--- src/rtl/lcg_pkg.sv ---
// ----------------------------------------------------------------------------
// lcg_pkg: shared types and constants for the ranged random core
// Holds the generator constants, the job word passed from the front end to
// the back end, and the letter lookup.
// ----------------------------------------------------------------------------
package lcg_pkg;

    localparam int unsigned WORD_W    = 32;
    localparam int unsigned DIV_STEPS = WORD_W;
    localparam int unsigned STEP_W    = $clog2(DIV_STEPS);

    localparam logic [WORD_W-1:0] LCG_MUL      = 32'd1664525;
    localparam logic [WORD_W-1:0] LCG_INC      = 32'd1013904223;
    localparam logic [WORD_W-1:0] SEED_RESET   = 32'd1;

    // State modulo 52 is four times (state >> 2) modulo 13 plus the two low
    // bits; the quotient by 13 of a 30-bit value is exact with ceil(2^34 / 13)
    localparam logic [30:0]       LETTER_RECIP = 31'd1321528399;
    localparam int unsigned       LETTER_SHIFT = 34;

    localparam int unsigned LETTER_IDX_W = 6;
    localparam int unsigned ALPHA_LEN    = 26;

    // What the back end has to do with a job
    typedef enum logic [1:0] {
        JOB_RANGE  = 2'd0,  // low plus state modulo span
        JOB_LETTER = 2'd1,  // letter picked by state modulo 52
        JOB_BAD    = 2'd2,  // reversed range: report low and flag
        JOB_FULL   = 2'd3   // whole 32-bit span: low plus state
    } job_kind_t;

    typedef struct packed {
        job_kind_t         kind;
        logic [WORD_W-1:0] state;
        logic [WORD_W-1:0] low;
        logic [WORD_W-1:0] span;
    } job_t;

    // Map 0..51 to A..Z then a..z
    function automatic logic [7:0] letter_code(input logic [LETTER_IDX_W-1:0] idx);
        logic [7:0] code;
        if (idx < LETTER_IDX_W'(ALPHA_LEN))
        begin
            code = 8'h41 + {2'b00, idx};
        end
        else
        begin
            code = 8'h61 + {2'b00, idx} - 8'(ALPHA_LEN);
        end
        return code;
    endfunction

endpackage

--- src/rtl/lcg_front.sv ---
// ----------------------------------------------------------------------------
// lcg_front: request intake and generator state
// Accepts a request word, advances the generator, classifies the request
// and pushes a job word into the queue.
// ----------------------------------------------------------------------------
module lcg_front
(
    input  logic                        clk,
    input  logic                        rst_n,
    input  logic                        seed_we,
    input  logic [lcg_pkg::WORD_W-1:0]  seed_wdata,
    input  logic                        req_valid,
    output logic                        req_ready,
    input  logic                        req_type,
    input  logic [lcg_pkg::WORD_W-1:0]  range_low,
    input  logic [lcg_pkg::WORD_W-1:0]  range_high,
    input  logic                        q_full,
    output logic                        q_push,
    output lcg_pkg::job_t               q_job
);

    logic [lcg_pkg::WORD_W-1:0] seed_reg;
    logic [lcg_pkg::WORD_W-1:0] state_reg;
    logic [lcg_pkg::WORD_W-1:0] state_next;
    logic [lcg_pkg::WORD_W-1:0] base;
    logic [lcg_pkg::WORD_W-1:0] product;
    logic [lcg_pkg::WORD_W-1:0] span;
    logic                       reversed;

    assign req_ready = !q_full;
    assign q_push    = req_valid && !q_full;

    // Reload from the seed whenever the state sits at zero, then step
    assign base       = (state_reg == '0) ? seed_reg : state_reg;
    assign product    = base * lcg_pkg::LCG_MUL;
    assign state_next = product + lcg_pkg::LCG_INC;

    // Classify the request
    assign reversed = $signed(range_high) < $signed(range_low);
    assign span     = range_high - range_low + lcg_pkg::WORD_W'(1);

    always_comb
    begin
        q_job.state = state_next;
        q_job.low   = range_low;
        q_job.span  = span;
        if (req_type)
        begin
            q_job.kind = lcg_pkg::JOB_LETTER;
        end
        else if (reversed)
        begin
            q_job.kind = lcg_pkg::JOB_BAD;
        end
        else if (span == '0)
        begin
            q_job.kind = lcg_pkg::JOB_FULL;
        end
        else
        begin
            q_job.kind = lcg_pkg::JOB_RANGE;
        end
    end

    // Hold seed and generator state
    always_ff @(posedge clk or negedge rst_n)
    begin
        if (!rst_n)
        begin
            seed_reg  <= lcg_pkg::SEED_RESET;
            state_reg <= '0;
        end
        else
        begin
            if (seed_we)
            begin
                seed_reg <= seed_wdata;
            end
            if (q_push)
            begin
                state_reg <= state_next;
            end
        end
    end

endmodule

--- src/rtl/lcg_queue.sv ---
// ----------------------------------------------------------------------------
// lcg_queue: job queue between front and back end
// Small register queue of job words; push and pop may happen together.
// ----------------------------------------------------------------------------
module lcg_queue
#(
    parameter int unsigned DEPTH = 2
)
(
    input  logic          clk,
    input  logic          rst_n,
    input  logic          push,
    input  lcg_pkg::job_t push_job,
    input  logic          pop,
    output lcg_pkg::job_t head_job,
    output logic          full,
    output logic          empty
);

    localparam int unsigned PTR_W = $clog2(DEPTH);
    localparam int unsigned CNT_W = $clog2(DEPTH + 1);

    lcg_pkg::job_t    entry_reg [DEPTH];
    logic [PTR_W-1:0] wr_ptr_reg;
    logic [PTR_W-1:0] rd_ptr_reg;
    logic [CNT_W-1:0] count_reg;

    assign full     = (count_reg == CNT_W'(DEPTH));
    assign empty    = (count_reg == '0);
    assign head_job = entry_reg[rd_ptr_reg];

    // Store pushed word
    always_ff @(posedge clk)
    begin
        if (push)
        begin
            entry_reg[wr_ptr_reg] <= push_job;
        end
    end

    // Advance pointers and fill count
    always_ff @(posedge clk or negedge rst_n)
    begin
        if (!rst_n)
        begin
            wr_ptr_reg <= '0;
            rd_ptr_reg <= '0;
            count_reg  <= '0;
        end
        else
        begin
            if (push)
            begin
                wr_ptr_reg <= (wr_ptr_reg == PTR_W'(DEPTH - 1)) ? '0 : wr_ptr_reg + 1'b1;
            end
            if (pop)
            begin
                rd_ptr_reg <= (rd_ptr_reg == PTR_W'(DEPTH - 1)) ? '0 : rd_ptr_reg + 1'b1;
            end
            if (push && !pop)
            begin
                count_reg <= count_reg + 1'b1;
            end
            else if (pop && !push)
            begin
                count_reg <= count_reg - 1'b1;
            end
        end
    end

endmodule

--- src/rtl/lcg_back.sv ---
// ----------------------------------------------------------------------------
// lcg_back: job execution and result register
// Takes a job from the queue, reduces the state by the span with a
// one-bit-per-cycle restoring remainder or by 52 with a reciprocal multiply,
// and holds the result word until the receiver takes it.
// ----------------------------------------------------------------------------
module lcg_back
(
    input  logic                        clk,
    input  logic                        rst_n,
    input  logic                        q_empty,
    input  lcg_pkg::job_t               q_job,
    output logic                        q_pop,
    output logic                        res_valid,
    input  logic                        res_ready,
    output logic [lcg_pkg::WORD_W-1:0]  res_value,
    output logic                        res_bad
);

    typedef enum logic [1:0] {
        ST_IDLE,
        ST_DIV,
        ST_LETTER,
        ST_DONE
    } state_t;

    state_t                        state_reg;
    logic [lcg_pkg::WORD_W-1:0]    low_reg;
    logic [lcg_pkg::WORD_W-1:0]    divisor_reg;
    logic [lcg_pkg::WORD_W-1:0]    dividend_reg;
    logic [lcg_pkg::WORD_W-1:0]    rem_reg;
    logic [lcg_pkg::STEP_W-1:0]    step_reg;
    logic [lcg_pkg::WORD_W-1:0]    value_reg;
    logic                          bad_reg;
    logic [26:0]                   quot_reg;

    logic [lcg_pkg::WORD_W:0]      shifted;
    logic [lcg_pkg::WORD_W+1:0]    diff;
    logic [lcg_pkg::WORD_W-1:0]    rem_new;
    logic [60:0]                   recip_prod;
    logic [29:0]                   quot_x13;
    logic [29:0]                   rem13_full;

    assign res_valid = (state_reg == ST_DONE);
    assign res_value = value_reg;
    assign res_bad   = bad_reg;

    // Take the next job when idle or when the held word leaves this cycle
    assign q_pop = !q_empty && ((state_reg == ST_IDLE) || (state_reg == ST_DONE && res_ready));

    // One restoring remainder step
    assign shifted = {rem_reg, dividend_reg[lcg_pkg::WORD_W-1]};
    assign diff    = {1'b0, shifted} - {2'b00, divisor_reg};
    assign rem_new = diff[lcg_pkg::WORD_W+1] ? shifted[lcg_pkg::WORD_W-1:0]
                                              : diff[lcg_pkg::WORD_W-1:0];

    // Quotient of (state >> 2) by 13, then the remainder by shift and add
    assign recip_prod = 61'(q_job.state[31:2]) * 61'(lcg_pkg::LETTER_RECIP);
    assign quot_x13   = {quot_reg, 3'b000} + {1'b0, quot_reg, 2'b00} + {3'b000, quot_reg};
    assign rem13_full = dividend_reg[31:2] - quot_x13;

    // Hold state and result word
    always_ff @(posedge clk or negedge rst_n)
    begin
        if (!rst_n)
        begin
            state_reg    <= ST_IDLE;
            low_reg      <= '0;
            divisor_reg  <= '0;
            dividend_reg <= '0;
            rem_reg      <= '0;
            step_reg     <= '0;
            value_reg    <= '0;
            bad_reg      <= 1'b0;
            quot_reg     <= '0;
        end
        else
        begin
            unique case (state_reg)
                ST_IDLE, ST_DONE:
                begin
                    if (q_pop)
                    begin
                        low_reg      <= q_job.low;
                        dividend_reg <= q_job.state;
                        rem_reg      <= '0;
                        step_reg     <= lcg_pkg::STEP_W'(lcg_pkg::DIV_STEPS - 1);
                        bad_reg      <= 1'b0;
                        unique case (q_job.kind)
                            lcg_pkg::JOB_BAD:
                            begin
                                value_reg <= q_job.low;
                                bad_reg   <= 1'b1;
                                state_reg <= ST_DONE;
                            end
                            lcg_pkg::JOB_FULL:
                            begin
                                value_reg <= q_job.low + q_job.state;
                                state_reg <= ST_DONE;
                            end
                            lcg_pkg::JOB_LETTER:
                            begin
                                quot_reg  <= recip_prod[lcg_pkg::LETTER_SHIFT +: 27];
                                state_reg <= ST_LETTER;
                            end
                            lcg_pkg::JOB_RANGE:
                            begin
                                divisor_reg <= q_job.span;
                                state_reg   <= ST_DIV;
                            end
                            default:
                            begin
                                state_reg <= ST_IDLE;
                            end
                        endcase
                    end
                    else if (state_reg == ST_DONE && res_ready)
                    begin
                        state_reg <= ST_IDLE;
                    end
                end
                ST_DIV:
                begin
                    rem_reg      <= rem_new;
                    dividend_reg <= {dividend_reg[lcg_pkg::WORD_W-2:0], 1'b0};
                    step_reg     <= step_reg - 1'b1;
                    if (step_reg == '0)
                    begin
                        // Form the result from the final remainder
                        value_reg <= low_reg + rem_new;
                        state_reg <= ST_DONE;
                    end
                end
                ST_LETTER:
                begin
                    // Letter index is four times the remainder by 13 plus the low bits
                    value_reg <= {24'd0,
                        lcg_pkg::letter_code({rem13_full[3:0], dividend_reg[1:0]})};
                    state_reg <= ST_DONE;
                end
                default:
                begin
                    state_reg <= ST_IDLE;
                end
            endcase
        end
    end

endmodule

--- src/rtl/lcg_ranged_random_core.sv ---
// ----------------------------------------------------------------------------
// lcg_ranged_random_core: 32-bit LCG random source with range and letter modes
// Front end advances the generator, a job queue decouples it from the back
// end, which reduces the state and delivers one result word per request.
// ----------------------------------------------------------------------------
// Usage:
//   Requests enter on s_axis: tuser[0] selects letter mode (1) or range mode
//   (0); tdata carries range_low and range_high. Each request yields exactly
//   one result word on m_axis: tdata is the value, tuser[0] the bad range
//   flag. seed_we/seed_wdata write the seed loaded whenever the state is 0.
//   Path from request to result word: range mode goes through the queue,
//   then 32 serial remainder steps at one bit per cycle; letter mode goes
//   through the queue, a reciprocal multiply, then the remainder by 13 and
//   the letter lookup; reversed ranges and full 32-bit spans go through the
//   queue only. The back end starts no new job until its result word is
//   taken; the queue keeps taking requests meanwhile until it is full.
//   Reset: generator state clears to 0 and the seed to 1; queue empty.
//   Stall: a held result stays on m_axis; the back end waits, the queue
//   fills, then s_axis_tready drops.
// ----------------------------------------------------------------------------
module lcg_ranged_random_core
#(
    parameter int unsigned QUEUE_DEPTH = 2
)
(
    input  logic        clk,
    input  logic        rst_n,
    input  logic        seed_we,
    input  logic [31:0] seed_wdata,
    input  logic        s_axis_tvalid,
    output logic        s_axis_tready,
    input  logic [63:0] s_axis_tdata,   // [31:0] range_low, [63:32] range_high
    input  logic [0:0]  s_axis_tuser,   // [0] req_type
    output logic        m_axis_tvalid,
    input  logic        m_axis_tready,
    output logic [31:0] m_axis_tdata,   // [31:0] value
    output logic [0:0]  m_axis_tuser    // [0] bad_range
);

    logic          q_push;
    logic          q_pop;
    logic          q_full;
    logic          q_empty;
    lcg_pkg::job_t push_job;
    lcg_pkg::job_t head_job;

    // Intake and generator
    lcg_front u_front
    (
        .clk        (clk),
        .rst_n      (rst_n),
        .seed_we    (seed_we),
        .seed_wdata (seed_wdata),
        .req_valid  (s_axis_tvalid),
        .req_ready  (s_axis_tready),
        .req_type   (s_axis_tuser[0]),
        .range_low  (s_axis_tdata[31:0]),
        .range_high (s_axis_tdata[63:32]),
        .q_full     (q_full),
        .q_push     (q_push),
        .q_job      (push_job)
    );

    // Job queue
    lcg_queue #(
        .DEPTH (QUEUE_DEPTH)
    ) u_queue
    (
        .clk      (clk),
        .rst_n    (rst_n),
        .push     (q_push),
        .push_job (push_job),
        .pop      (q_pop),
        .head_job (head_job),
        .full     (q_full),
        .empty    (q_empty)
    );

    // Remainder and result register
    lcg_back u_back
    (
        .clk       (clk),
        .rst_n     (rst_n),
        .q_empty   (q_empty),
        .q_job     (head_job),
        .q_pop     (q_pop),
        .res_valid (m_axis_tvalid),
        .res_ready (m_axis_tready),
        .res_value (m_axis_tdata),
        .res_bad   (m_axis_tuser[0])
    );

endmodule
--- config.mk ---
export PLATFORM = sky130hd
export DESIGN_NAME = lcg_ranged_random_core
export DESIGN_NICKNAME = d
export VERILOG_FILES = /design/src/rtl/lcg_pkg.sv /design/src/rtl/lcg_front.sv /design/src/rtl/lcg_queue.sv /design/src/rtl/lcg_back.sv /design/src/rtl/lcg_ranged_random_core.sv
export SDC_FILE = /design/constraint.sdc
export NUM_CORES = 2
export LEC_CHECK = 0
export BUFFER_PORTS_ARGS = -buffer_cell sky130_fd_sc_hd__buf_4
export CAP_MARGIN = 20
export CORE_MARGIN = 5
export CORE_UTILIZATION = 40
export DETAILED_ROUTE_END_ITERATION = 10
export PLACE_DENSITY = 0.61
export SYNTH_ARGS = -nofsm -noshare
export SYNTH_HDL_FRONTEND = slang
export SYNTH_SLANG_ARGS = --single-unit
export TNS_END_PERCENT = 100
--- constraint.sdc ---
create_clock -name clk -period 7.5 [get_ports clk]
set_input_delay 1.125 -clock clk [delete_from_list [all_inputs] [get_ports clk]]
set_output_delay 1.125 -clock clk [all_outputs]
set_load 0.05 [all_outputs]
==> results summary <==
The count of flip-flops with a built-in enable after synthesis is 196. The fill cell instance count of the final layout came out at 9,902. The peak fanout along the critical path is 6. The floorplan step defined a die boundary enclosing 110,000 µm². The count of cells along the worst register-to-register path is 27. The width of the chip is 332 µm. The minimum setup slack in the final design came out at 0.270 ns. The utilization after layout came out at 45.5%.

After detailed routing, the number of vias per cell comes to 5.17. Timing analysis after detailed placement gives a worst setup slack of -0.0342 ns. At the pin with the least slew margin, the transition time is 0.967 ns. The level count of the clock H-tree came out at 2. The share of the clock period used by the worst path after layout came out at 96.4%. The congestion estimate from routability-driven global placement came to 0.938. The detailed-router iteration count before antenna repair came out at 5. Row generation in the floorplan step produced 118 rows. After detailed routing, the met3 layer carries 7.02 mm of wire. The area growth from synthesis to final layout is 13.2%.

The half-perimeter wire length after detailed placement is 94.5 mm. The number of buffers added by the clock tree synthesis step came out at 52. The total track usage came out at 20.5%. The post-placement cell count is 5,662. The yosys synthesis warning count came out at 0.

Measured along the y axis, the die boundary spans 332 µm. Of the post-synthesis cell area, the dominant cell type holds 18.2%. Dividing the synthesized area by the synthesized cell count gives 10.2 µm². The total number of vias came out at 29,807. The routed design has 114 mm of wire. The startpoint identified for the worst register-to-register timing path is u_front.state_reg[27]$_DFFE_PN0P_.

The worst path needs 7.23 ns of the cycle, external delays included. After the last flow step, the layout net total stands at 5,368. The routed length per instance came out at 19.8 µm. The core outline area came out at 103,000 µm². For this block, the initial DRC count from the detailed router was 1,955. Tracing the worst setup path back leads to its startpoint at u_front.state_reg[27]$_DFFE_PN0P_. In the synthesized netlist the dominant register cell turns out to be sky130_fd_sc_hd__dfrtp_1. On the final layout, the worst clock skew is 0.0316 ns. By area the synthesized netlist is led by sky130_fd_sc_hd__fa_1 18%, sky130_fd_sc_hd__ha_1 16%, sky130_fd_sc_hd__dfrtp_1 14%. The flow ran to the end, and the final reports show no timing, DRC or antenna violations. The first-pass GRT wire length is 177 mm. In this run the most critical hold path is launched from u_back.res_value[5]$_DFFE_PN0P_.

The number of remaining DRC errors came out at 0. The root buffer selected by CTS is sky130_fd_sc_hd__clkbuf_16. Setup repair after global routing could not meet its margin everywhere.

Max-cap violations in this run came to 0. The cell taking the most area after synthesis is sky130_fd_sc_hd__fa_1. The share of flip-flops with an asynchronous set or reset came out at 55.0%. The worst hold slack is 0.479 ns. The flip-flop count of the largest register, all copies and words added is 196. The largest buffer count on any clock path came out at 3. After global routing the overflow that remains totals 0. Based on the critical path, the design can be clocked at up to 138 MHz. After clock tree synthesis, the clock-pin slew on the worst setup and hold paths is 0.06 ns. The initial antenna violation count came out at 9. The max-slew violation count is 0.

The number of top-level design ports came out at 137. The worst setup path is launched from a flip-flop. The capture point of the worst reg-to-reg path is u_front.state_reg[31]$_DFFE_PN0P_.

The hold buffer count at CTS is 0. The synthesis-stage register bit count came out at 436. The post-synthesis instance area came out at 41,500 µm². The quantity of I/O buffers inserted on ports came out at 136. The final antenna-violating net count is 0.

The critical path is of the reg2reg type. The number of library cell types mapped by synthesis came out at 100. The via count of the first global-routing pass came out at 30,059. The share of the Yosys chip area taken by registers is 28.7%. The synthesized net count came out at 5,107. The detailed router used layers up to and including met5.

The critical path arrival came out at 7.73 ns. The hold violation total from the final report is 0. The clock sink count came out at 436. The max-slew headroom at the worst pin came out at 35.6%. Entering global routing, the biggest net connects 112 pins. The later-pin clock latency in the skew report is 0.63 ns. The worst setup path is captured at a flip-flop. The initial cell density of the core came out at 40.2%. TritonCTS built the clock tree.

The final standard cell count with taps included and fillers excluded came out at 5,767. The count of mapped cells out of synthesis is 4,081. The class of the worst hold path is reg2reg.

The required time reported for the critical path endpoint came out at 8.00 ns. In this run the worst setup path terminates at u_front.state_reg[31]$_DFFE_PN0P_. The met2 wirelength from detailed routing came out at 52.2 mm. The number of setup violations in the final report is 0.

The reg2reg setup slack came out at 0.27 ns. The ratio of cells with drive above 1 in the final layout came out at 12.0%. The routed metal-1 wirelength is 52.4 mm.
how the worst min path moves through the flow:
| stage | end | slack, ns | cells after the start |
|---|---|---|---|
| after global placement | u_back.low_reg[9]$_DFFE_PN0P_ | 0.47 | 2 |
| after CTS | u_back.low_reg[22]$_DFFE_PN0P_ | 0.48 | 2 |
| final | u_back.res_value[5]$_DFFE_PN0P_ | 0.48 | 2 |
| after global routing | u_back.low_reg[2]$_DFFE_PN0P_ | 0.50 | 2 |
| after floorplan | u_back.low_reg[20]$_DFFE_PN0P_ | 0.45 | 2 |
| after detailed placement | u_back.low_reg[22]$_DFFE_PN0P_ | 0.47 | 2 |
per-layer routing:
| metal | global-route usage [%] | up-vias |
|---|---|---|
| met5 | 0 | - |
| met3 | 4.04 | 138 |
| met2 | 33.0 | 663 |
| li1 | - | 14254 |
| met4 | 4.37 | 6 |
| met1 | 28.9 | 14746 |
worst max-delay path: stages (launching register included):
cell and delay (ns):
sky130_fd_sc_hd__dfrtp_1 0.40, sky130_fd_sc_hd__nor4_1 0.28, sky130_fd_sc_hd__buf_4 0.16, sky130_fd_sc_hd__nand4_1 0.09, sky130_fd_sc_hd__buf_4 0.18, sky130_fd_sc_hd__nor2_4 0.14
sky130_fd_sc_hd__buf_4 0.14, sky130_fd_sc_hd__a21oi_1 0.10, sky130_fd_sc_hd__buf_4 0.15, sky130_fd_sc_hd__ha_1 0.31, sky130_fd_sc_hd__ha_1 0.33, sky130_fd_sc_hd__fa_1 0.50
sky130_fd_sc_hd__fa_1 0.52, sky130_fd_sc_hd__inv_1 0.06, sky130_fd_sc_hd__fa_1 0.48, sky130_fd_sc_hd__inv_1 0.05, sky130_fd_sc_hd__fa_1 0.50, sky130_fd_sc_hd__fa_1 0.42
sky130_fd_sc_hd__ha_1 0.30, sky130_fd_sc_hd__buf_4 0.16, sky130_fd_sc_hd__a21o_1 0.18, sky130_fd_sc_hd__a21oi_1 0.19, sky130_fd_sc_hd__o21ai_1 0.09, sky130_fd_sc_hd__a211o_1 0.35
sky130_fd_sc_hd__a211o_1 0.31, sky130_fd_sc_hd__a41o_1 0.24, sky130_fd_sc_hd__xor2_1 0.19, sky130_fd_sc_hd__mux2_2 0.29
cell type report:
cell class / count / area (µm²) / area share, %
Multi-Input combinational cell: 2768 / 26400 / 56.2
Sequential cell: 436 / 11900 / 25.3
Inverter: 785 / 2950 / 6.27
Timing Repair Buffer: 299 / 2290 / 4.88
Tap cell: 1380 / 1730 / 3.68
Clock buffer: 67 / 1400 / 2.97
Clock inverter: 29 / 324 / 0.690
Antenna cell: 3 / 7.51 / 0.0160
Yosys cell counts (5+ instances only):
master,number
sky130_fd_sc_hd__a21oi_1,222
sky130_fd_sc_hd__xnor2_1,113
sky130_fd_sc_hd__o211ai_1,19
sky130_fd_sc_hd__or2_2,14
sky130_fd_sc_hd__o31ai_1,16
sky130_fd_sc_hd__or3_1,17
sky130_fd_sc_hd__o21ai_0,145
sky130_fd_sc_hd__o21a_1,44
sky130_fd_sc_hd__and2_1,18
sky130_fd_sc_hd__nor3_1,38
sky130_fd_sc_hd__o221ai_1,11
sky130_fd_sc_hd__inv_1,783
sky130_fd_sc_hd__nand3_1,31
sky130_fd_sc_hd__o22ai_1,7
sky130_fd_sc_hd__nor4_1,12
sky130_fd_sc_hd__a221oi_1,12
sky130_fd_sc_hd__ha_1,546
sky130_fd_sc_hd__nor3b_1,5
sky130_fd_sc_hd__nor2b_1,17
sky130_fd_sc_hd__a211o_1,11
sky130_fd_sc_hd__a31o_2,7
sky130_fd_sc_hd__clkbuf_1,65
sky130_fd_sc_hd__mux2_2,83
sky130_fd_sc_hd__o21ai_1,14
sky130_fd_sc_hd__nor2_1,213
sky130_fd_sc_hd__nand2_1,256
sky130_fd_sc_hd__a31oi_1,30
sky130_fd_sc_hd__a211oi_1,30
sky130_fd_sc_hd__dfrtp_1,239
sky130_fd_sc_hd__o31a_1,5
sky130_fd_sc_hd__fa_1,378
sky130_fd_sc_hd__a22o_1,25
sky130_fd_sc_hd__a21boi_0,11
sky130_fd_sc_hd__buf_1,11
sky130_fd_sc_hd__o21bai_1,25
sky130_fd_sc_hd__edfxtp_1,196
sky130_fd_sc_hd__buf_2,9
sky130_fd_sc_hd__a21o_1,88
sky130_fd_sc_hd__nand2b_1,17
sky130_fd_sc_hd__and3_1,13
sky130_fd_sc_hd__nand4_1,26
sky130_fd_sc_hd__xor2_1,65
sky130_fd_sc_hd__mux2i_1,91
timing repair:
action / in CTS / in global routing
gates cloned: 0 / 0
resized for setup: 2 / 15
pin swaps: 0 / 9
setup buffers: 0 / 6
setup endpoints to repair: 1 / 19
kinds of logic after synthesis:
| group | after synthesis | synth area share (%) |
|---|---|---|
| AO/OA/AOI/OAI | 785 | 12.5 |
| adder cells (fa/ha/maj) | 925 | 34.7 |
| buffers and inverters | 877 | 8.05 |
| flip-flops | 436 | 28.7 |
| multiplexers | 176 | 4.51 |
| XOR/XNOR | 181 | 3.90 |
| AND/OR/NAND/NOR | 701 | 7.70 |
stage by stage:
| step | cell area [µm²] | setup TNS (ns) |
|---|---|---|
| finish | 47000 | 0 |
| floorplan | 41500 | 0 |
| global route | 47000 | -0.0173 |
| detailed placement | 45100 | -0.0342 |
| global placement | 45100 | 0 |
| CTS | 46900 | 0 |
cells in the final DEF, fill, tap and decap left out, drive strengths merged, types with 91 or more instances in the layout:
cell type	count
inv	785
ha	546
fa	378
buf	299
nand2	257
dfrtp	239
a21oi	223
nor2	213
edfxtp	196
o21ai	159
xnor2	114
mux2i	91
Power is not shown: default switching activity piles up to over one toggle a cycle in this logic, so the estimate is an artifact.
